File: src/hdl/tfd_ram.sv
// Generic single-port-write, single-port-read RAM with registered read data.
`default_nettype none

module tfd_ram #(
   parameter int DEPTH = 32,
   parameter int WIDTH = 8
) (
   input  wire logic                     clock,
   input  wire logic                     wr_en,
   input  wire logic [$clog2(DEPTH)-1:0] wr_addr,
   input  wire logic [WIDTH-1:0]         wr_data,
   input  wire logic [$clog2(DEPTH)-1:0] rd_addr,
   output      logic [WIDTH-1:0]         rd_data
);

   logic [WIDTH-1:0] mem [DEPTH];
   logic [WIDTH-1:0] rd_data_ff;

   always_ff @(posedge clock) begin
      if (wr_en) begin
         mem[wr_addr] <= wr_data;
      end
      rd_data_ff <= mem[rd_addr];
   end

   assign rd_data = rd_data_ff;

endmodule

`default_nettype wire

File: config.mk
export PLATFORM = sky130hd
export DESIGN_NAME = tfd_ram
export DESIGN_NICKNAME = d
export VERILOG_FILES = /design/src/hdl/tfd_ram.sv
export SDC_FILE = /design/constraint.sdc
export NUM_CORES = 1
export LEC_CHECK = 0
export BUFFER_PORTS_ARGS = -buffer_cell sky130_fd_sc_hd__buf_2
export CORE_MARGIN = 2
export CORE_UTILIZATION = 54
export CTS_BUF_LIST = sky130_fd_sc_hd__clkbuf_4
export DETAILED_ROUTE_END_ITERATION = 8
export MAX_ROUTING_LAYER = met4
export PLACE_DENSITY = 0.77
export SYNTH_ARGS = -nofsm -noshare
export SYNTH_HDL_FRONTEND = slang
export SYNTH_SLANG_ARGS = --single-unit
File: constraint.sdc
create_clock -name clock -period 2.31 [get_ports clock]
set_clock_uncertainty 0.05 [all_clocks]
set_input_delay 0.1155 -clock clock [delete_from_list [all_inputs] [get_ports clock]]
set_output_delay 0.1155 -clock clock [all_outputs]
set_load 0.01 [all_outputs]
---- Word-level counts from Yosys, hierarchy flattened ----
Memories as Yosys holds them, arrays and structs flattened. A register that Yosys moved wholly into a read port is not among the register bits.
Index checks and enable logic that the tools add are counted.
storage, ports and cells
  flip-flop bits (word level) ............. 0
  latch bits .............................. 0
  RAM bits ................................ 256
  bits in read-only memories .............. 0
  output and inout port bits .............. 8
  logic and storage cells ................. 3
  memories kept ........................... 1
cells by class
  add/sub/neg operators ................... 0
  multipliers ............................. 0
  divide/modulo/power cells ............... 0
  order comparisons ....................... 0
  equality and inequality tests ........... 0
  shift-type cells ........................ 0
  muxes and demuxes ....................... 2
  bitwise logic cells ..................... 0
  reductions and logical operators ........ 0
memories
  memory  depth  bits a word  rd ports  clocked after memory_dff  wr ports  line  text
  mem     32     8            1         1                         1         16    logic [WIDTH-1:0] mem [DEPTH];
operators with widths
  operator          count
  2-to-1 mux 1 bit  2

---- Logic depth before layout (Yosys ltp) ----
Gate-level depths: netlist of the first run.
  depth in word-level cells ............... 2
  depth in mapped cells ................... 5
  gate-level depth less buffers ........... 3

---- Least setup slack after synthesis of the first run ----
Ideal clock, no wire load.
  path type ............................... input to register
  start ................................... input port rd_addr[2]
  end ..................................... register rd_data_ff[0] (netlist: rd_data[0]), read port of mem
  setup time .............................. 121 ps
  arrival time ............................ 1,797 ps
  path slack .............................. 342 ps
  stages on the path ...................... 5
  path buffers ............................ 2
  cell sequence ........................... clkbuf_1 -> clkbuf_1 -> mux4_2 -> mux4_2 -> mux2_2
RTL lines
  element          line  text
  start, declared  12    input wire logic [$clog2(DEPTH)-1:0] rd_addr,
  end, declared    17    logic [WIDTH-1:0] rd_data_ff;

==> results of run 1 <==
cell usage in the layout (no fill, tap or decap):
| cell type | netlist | routed |
|---|---|---|
| edfxtp_1 | 256 | 256 |
| clkbuf_4 | 0 | 93 |
| mux4_2 | 80 | 80 |
| buf_4 | 6 | 34 |
| nor2_1 | 33 | 33 |
| buf_2 | 1 | 26 |
| clkinv_1 | 0 | 13 |
| dlygate4sd3_1 | 0 | 9 |
| mux2_2 | 8 | 8 |
| dfxtp_1 | 8 | 8 |
| nand3b_1 | 5 | 5 |
| buf_12 | 0 | 4 |
| or3b_2 | 3 | 3 |
| nand3_1 | 2 | 2 |
| clkinv_2 | 0 | 2 |
| diode_2 | 0 | 1 |
| nand2_1 | 1 | 1 |
| or3_1 | 1 | 1 |
worst min-delay path by stage:
stage / start / to / slack (ns) / cells past startpoint
after CTS: rd_addr[4] / rd_data[0] / 0.03 / 3
after floorplan: wr_data[0] / mem[0][0] / 0.16 / 0
after detailed placement: rd_addr[3] / rd_data[0] / 0.49 / 2
final: rd_addr[4] / rd_data[0] / 0.07 / 3
after global routing: rd_addr[4] / rd_data[0] / 0.06 / 3
after global placement: rd_addr[3] / rd_data[7] / 0.49 / 2
power by group:
group	total (mW)	switching, mW	internal (mW)
registers	5.35	0.0294	5.32
logic	0.514	0.276	0.238
clock network	3.49	1.67	1.82
synthesized netlist by cell type (all sizes together):
cell type / instances / area, µm²
nand2: 1 / 3.75
nand3b: 5 / 37.5
mux2: 8 / 90.1
buf: 14 / 83.8
or3b: 3 / 26.3
nor2: 33 / 124
clkbuf: 6 / 22.5
mux4: 80 / 1800
dfxtp: 8 / 160
edfxtp: 256 / 7690
or3: 1 / 6.26
nand3: 2 / 10.0
stage by stage:
step | hold slack [ns] | power (mW) | setup slack (ns)
2_1_floorplan | 0.164 | 5.73 | 0.342
3_3_place_gp | 0.485 | 5.94 | 0.213
3_5_place_dp | 0.490 | 5.96 | 0.181
4_1_cts | 0.0301 | 9.46 | 0.422
5_1_grt | 0.0581 | 9.73 | 0.395
6_report | 0.0749 | 9.36 | 0.422
per-layer routing:
| layer | routed length, µm | vias to the layer above | share of wire |
|---|---|---|---|
| met5 | 0 | - | 0 |
| met4 | 278 | 0 | 0.014 |
| met3 | 1630 | 16 | 0.084 |
| met2 | 9380 | 235 | 0.48 |
| met1 | 8110 | 2480 | 0.42 |
| li1 | - | 2051 | - |
flip-flops by register name (all words and copies together) (netlist names):
register / flops
rd_data: 8
mem: 256
final cells by class:
cell class | count | area [µm²] | share of cell area
antenna | 1 | 2.50 | 0.000217
clock buffer | 93 | 698 | 0.0605
clock inverter | 15 | 58.8 | 0.00509
multi-input combinational | 133 | 2100 | 0.182
sequential | 264 | 7850 | 0.680
tap | 229 | 287 | 0.0248
timing repair buffer | 73 | 556 | 0.0481
kinds of logic after synthesis:
| kind of cell | after synthesis | share of synthesized area |
|---|---|---|
| multiplexers | 88 | 0.188 |
| AND/OR/NAND/NOR | 45 | 0.0207 |
| buffers and inverters | 20 | 0.0106 |
| flip-flops | 264 | 0.781 |
worst min-delay path: stages:
cell,delay [ns]
buf_2,0.22
mux4_2,0.26
mux2_2,0.13
==> metrics.md, run 1 <==
| Metric | Value |
|---|---|
| GP Congestion | 0.801 |
| Non-filler instance count after layout | 808 |
| HPWL Detailed | 12,200 µm |
| Met1 usage | 0.307 |
| Total wire length | 19,400 µm |
| Layout cells sized above 1 | 0.433 |
| Die height | 140 µm |
| Part of the cycle the worst path needs | 0.817 |
| Fmax achieved | 530 MHz |
| Worst reg2reg path endpoint | rd_data[2] |
| CTS buffer count | 59 |
| Post-Syn Area | 10,100 µm² |
| Final setup fails | 0 |
| Root Buffer | clkbuf_4 |
| CP bufs+invs | 0 |
| Tightest Pin Transition | 0.728 ns |
| Worst hold path type | in -> reg |
| Fin Setup TNS | 0 ns |
| Status | completed |
| Core Box Area | 18,100 µm² |
| Clock sinks | 264 |
| CTS tree | done |
| Net count, final | 551 |
| First-pass GRT wire length | 29,600 µm |
| Starting Density | 0.556 |
| CP Max Fanout | 1 |
| DR vias | 4,782 |
| Initial antenna violation count | 1 |
| Library cells used by synthesis | 15 |
| Slowest CP cell | mux4_2 |
| Worst setup path endpoint | rd_data[2] |
| Register area share after synthesis | 0.781 |
| RSZ-0062 raised after global routing | false |
| Die span in x | 140 µm |
| Gr ovfl total | 0 |
| Util after Layout | 0.639 |
| Num rows | 49 |
| Lkg Pwr | 3.78 nW |
| WP data arrival | 2.36 ns |
| Initial DRC count | 552 |
| Routed vias/inst | 5.92 |
| Endpoints failing hold | 0 |
| Synth Net Count | 437 |
| Slew Viols, Final | 0 |
| Routed Antenna Nets | 0 |
| Ports | 28 |
| # Max-Cap Violations | 0 |
| FF-to-FF Start | mem[13][2] |
| Hold_buf cts | 9 |
| Pin count of the biggest net entering global routing | 65 |
| Synth Instances | 417 |
| Cell depth of the worst setup path | 3 |
| #FFs+latches synth | 264 |
| Setup crit start kind | flip-flop |
| WL per Instance | 24.0 µm |
| Clock latency on the worst-skew pair | 0.67 ns |
| Post-placement cell count | 690 |
| Syn avg cell area | 24.1 µm² |
| WS Path Type | reg -> reg |
| Critical path cell sequence | mux4_2, mux4_2, mux2_2 |
| Pwr Density | 810 nW/µm² |
| Post-CTS setup buffers | 0 |
| Met3 usage | 0.0509 |
| Vias in the first global route | 4,983 |
| Met2 Track Usage GR | 0.308 |
| Syn. warnings | 0 |
| Worst VDD drop | 0.351 mV |
| Slew HR | 0.513 |
| Most frequent CP cell | mux4_2 |
| Crit end category | flip-flop |
| CP required | 2.78 ns |
| I/O Buffers | 27 |
| Clock slew seen by the registers of the worst setup and hold paths | 0.07 ns |
| Area grow syn2layout | 14.9% |
| Min Tclk post-route | 1.89 ns |
| Fillers | 1,147 |
| Reg2reg setup slack | 0.42 ns |
| Max incr delay on CP | 0.52 ns |
| Worst setup path start | mem[13][2] |
| Top delay family on crit path | multiplexers |
| Final instance area | 11,500 µm² |
| Post_cts resized | 0 |
| Global Route Usage Sum | 0.213 |
| Reg2Reg Depth | 3 |
| Area after DPL | 10,700 µm² |
| H-tree depth | 2 |
| GR peak layer | met2 |
| DRC viols | 0 |
| Max Root-Sink Buffers | 3 |
| Die area | 19,700 µm² |
| DRT Pass-1 Iters | 5 |
(Power assumes the default switching activity.)
==> inputs of run 2 (changes only) <==
- ABC_AREA: unset -> 1
- PLACE_DENSITY: 0.77 -> 0.79
- clock period: 2.31 -> 1.64 ns (I/O delays scaled with it)
==> run 2 against run 1 <==
Effect of this change: final cell count is 66% higher; area after synthesis is 7.3% higher; via count is 56% higher; first-iteration DRC count is 71% higher; sequential share of layout area is 4.2 points lower; register-to-register slack worse by 0.02 ns; clock power is 50% higher; synthesized cell count is 120% higher; worst setup slack worse by 0.068 ns; clock-buffer cell count is 2 lower.
==> metrics.md, run 2 <==
| Metric | Value |
|---|---|
| CP bufs+invs | 1 (+1) |
| RSZ-0062 raised after global routing | false |
| #FFs+latches synth | 264 (unchanged) |
| Clock sinks | 264 (unchanged) |
| Die height | 145 µm (+3.5%) |
| Core Box Area | 19,500 µm² (+8.0%) |
| WP data arrival | 1.15 ns (-1.21 ns) |
| Layout cells sized above 1 | 0.171 (-0.261) |
| Post-placement cell count | 1,215 (+76%) |
| Cell-internal power | 10.5 mW (+42%) |
| Starting Density | 0.552 (-0.00345) |
| Status | completed |
| Clock slew seen by the registers of the worst setup and hold paths | 0.06 ns (about the same) |
| FF-to-FF Start | mem[9][6] |
| Post-Syn Area | 10,800 µm² (+7.3%) |
| Pin count of the biggest net entering global routing | 66 (+1.5%) |
| Net count, final | 1,051 (+91%) |
| Min-Delay Startpoint | wr_addr[2] |
| First-pass GRT wire length | 39,800 µm (+34%) |
| Worst VDD drop | 0.536 mV (+53%) |
| Total wire length | 25,500 µm (+31%) |
| Reg2Reg Depth | 8 (+5) |
| Area grow syn2layout | 14.2% |
| Max incr delay on CP | 0.36 ns (-0.16 ns) |
| WL per Instance | 19.0 µm (-21%) |
| DRC viols | 0 (unchanged) |
| Part of the cycle the worst path needs | 0.784 |
| Hold path cells | 4 (+1) |
| Vias in the first global route | 7,429 (+49%) |
| Sw Pwr | 3.22 mW (+63%) |
| Worst setup margin | 0.353 ns (-0.0681 ns) |
| Post-CTS setup buffers | 0 (unchanged) |
| Final setup fails | 0 (unchanged) |
| Endpoints failing hold | 0 (unchanged) |
| Routed vias/inst | 5.55 (-6.3%) |
| Die area | 21,100 µm² (+7.1%) |
| # Max-Cap Violations | 0 (unchanged) |
| HPWL Detailed | 14,800 µm (+22%) |
| Initial DRC count | 946 (+71%) |
| Critical path cell sequence | buf_2 |
| CTS buffer count | 66 (+12%) |
| Register area share after synthesis | 0.728 (-0.0531) |
| Most used DFF post-synth | edfxtp_1 |
| Fin Setup TNS | 0 ns (unchanged) |
| Util after Layout | 0.631 (-0.00775) |
| Library cells used by synthesis | 12 (-3) |
| Fmax achieved | 777 MHz |
| Reg with most FFs | mem |
| Syn. warnings | 0 (unchanged) |
| Top delay family on crit path | flip-flops |
| Commonest cells post-synth | nand2_1, edfxtp_1, nand3_1, nor2_1, buf_6 |
| Commonest non-fill, non-tap cell in the layout | nand2_1 |
| Logic pwr share | 0.070 (+0.015) |
| Top cell type's share of synthesized area | 0.713 (-0.0520) |
| Slowest CP cell | dfxtp_1 |
| Reg2reg setup slack | 0.40 ns (-0.02 ns) |
| Setup crit start kind | flip-flop |
| Pwr Density | 1120 nW/µm² (+38%) |
| Worst reg2reg path endpoint | rd_data[6] |
| Crit end category | output pin |
| CTS tree | done |
| Fillers | 1,518 (+32%) |
| CP Max Fanout | 1 (unchanged) |
| Dominant cell type by area after synthesis | edfxtp_1 |
| H-tree depth | 3 (+1) |
| Lkg Pwr | 4.75 nW (+25%) |
| Area after DPL | 11,400 µm² (+6.4%) |
| Max Root-Sink Buffers | 3 (unchanged) |
| CP required | 1.51 ns (-1.27 ns) |
| Top-count cell post-synth | nand2_1 |
| Routed Antenna Nets | 0 (unchanged) |
| Sequential power share | 0.548 (-0.024) |
| Worst hold path type | in -> reg |
| Root Buffer | clkbuf_4 |
| Ports | 28 (unchanged) |
| GP Congestion | 0.872 (+8.9%) |
| Final instance area | 12,300 µm² (+6.7%) |
| Max FFs per register | 256 (unchanged) |
| Initial antenna violation count | 1 (unchanged) |
| Synth Instances | 922 (+120%) |
| Non-filler instance count after layout | 1,341 (+66%) |
| DRT Pass-1 Iters | 6 (+1) |
| DR vias | 7,438 (+56%) |
| Min Tclk post-route | 1.29 ns |
| Die span in x | 145 µm (+3.5%) |
| Gr ovfl total | 0 (unchanged) |
| Clock power share | 0.382 (+0.009) |
| Most frequent cells in the layout | nand2_1, edfxtp_1, nand3_1 |
| WS Path Type | reg -> out |
| Clock latency on the worst-skew pair | 0.66 ns (about the same) |
| I/O Buffers | 27 (unchanged) |
| Area contributors post-synth | edfxtp_1, nand2_1, nand3_1 |
| Number of synthesized flops with an enable pin | 256 (unchanged) |
| Synth Net Count | 942 (+120%) |
| Synth async-reset ratio | 0 (unchanged) |
| Syn avg cell area | 11.7 µm² (-51%) |
| Slew HR | 0.490 (-0.0234) |
| Sw Ratio | 0.235 (+0.0239) |
| Tightest Pin Transition | 0.765 ns (+0.0378 ns) |
| Global Route Usage Sum | 0.253 (+0.0401) |
| Dpl ws | 0.192 ns (+0.0114 ns) |
| Num rows | 51 (+4.1%) |
| Slew Viols, Final | 0 (unchanged) |
| End of the worst hold path | mem[6][1] |
run 2: cell types whose count changed in the layout (fill, tap and decap cells not counted), moves of 3 or more:
cell and change:
nand3b_1 -5, dlygate4sd3_1 +4, or3b_2 -3, inv_1 +8, nand2_1 +359, mux4_2 -80
buf_12 +7, buf_4 +9, nand3_1 +200, inv_2 +7, mux2_2 -8
run 2: how the worst max path moves through the flow:
stage	start	end	slack, ns	depth (start not counted)
after floorplan	wr_addr[0]	mem[0][0]	0.47	3
after global placement	rd_addr[0]	rd_data[0]	0.21	11
after detailed placement	rd_addr[0]	rd_data[5]	0.19	11
after CTS	mem[29][0]	rd_data[0]	0.02	9
after global routing	mem[9][6]	rd_data[6]	0.29	8
final	rd_data[7]	rd_data[7]	0.35	1
run 2: cell families (layout without fill, tap and decap cells):
family,Yosys count,count (layout),share of synthesized area
buf+inv,62,215,0.0414
flops,264,264,0.728
other cells,0,1,0
simple gates,596,596,0.231
run 2: repair_timing:
action,in CTS,in global routing
setup endpoints to repair,0,1
hold buffers,13,1
resized for setup,0,2
hold endpoints to repair,251,1
run 2: routing by layer:
| layer | up-vias | track usage | wire (µm) |
|---|---|---|---|
| met3 | 64 | 0.0567 | 2740 |
| met5 | - | - | 0 |
| li1 | 3451 | - | - |
| met4 | 0 | 0.107 | 665 |
| met1 | 3469 | 0.327 | 9720 |
| met2 | 454 | 0.390 | 12400 |
run 2: power by group through the flow:
stage          clock network, mW  logic [mW]  registers [mW]
2_1_floorplan                  0       0.540            7.67
3_3_place_gp                   0       0.897            7.67
3_5_place_dp                   0       0.922            7.67
4_1_cts                     5.32       0.954            7.53
5_1_grt                     5.68        1.05            7.53
6_report                    5.25       0.964            7.53
run 2: worst reg2reg max path, stage by stage (launching register included):
cell,delay (ns)
edfxtp_1,0.37
nand2_1,0.08
nand3_1,0.11
nand3_1,0.13
nand2_1,0.06
nand2_1,0.12
nand2_1,0.09
nand2_1,0.07
nand2_1,0.06
run 2: final cells by class:
class,instances,area (µm²),share of cell area
diodes,1,2.50,0.000203
well taps,265,332,0.0269
repair buffers,93,803,0.0652
multi-input cells,596,2500,0.203
clock inverters,21,108,0.00874
inverters,10,38.8,0.00315
flip-flops and latches,264,7850,0.637
clock buffers,91,683,0.0555
run 2: metrics by stage:
stage | total power [mW] | hold slack (ns)
after floorplan | 8.21 | 0.131
final | 13.7 | 0.0509
after CTS | 13.8 | 0.0178
after detailed placement | 8.59 | 0.380
after global placement | 8.57 | 0.376
after global routing | 14.3 | 0.0548
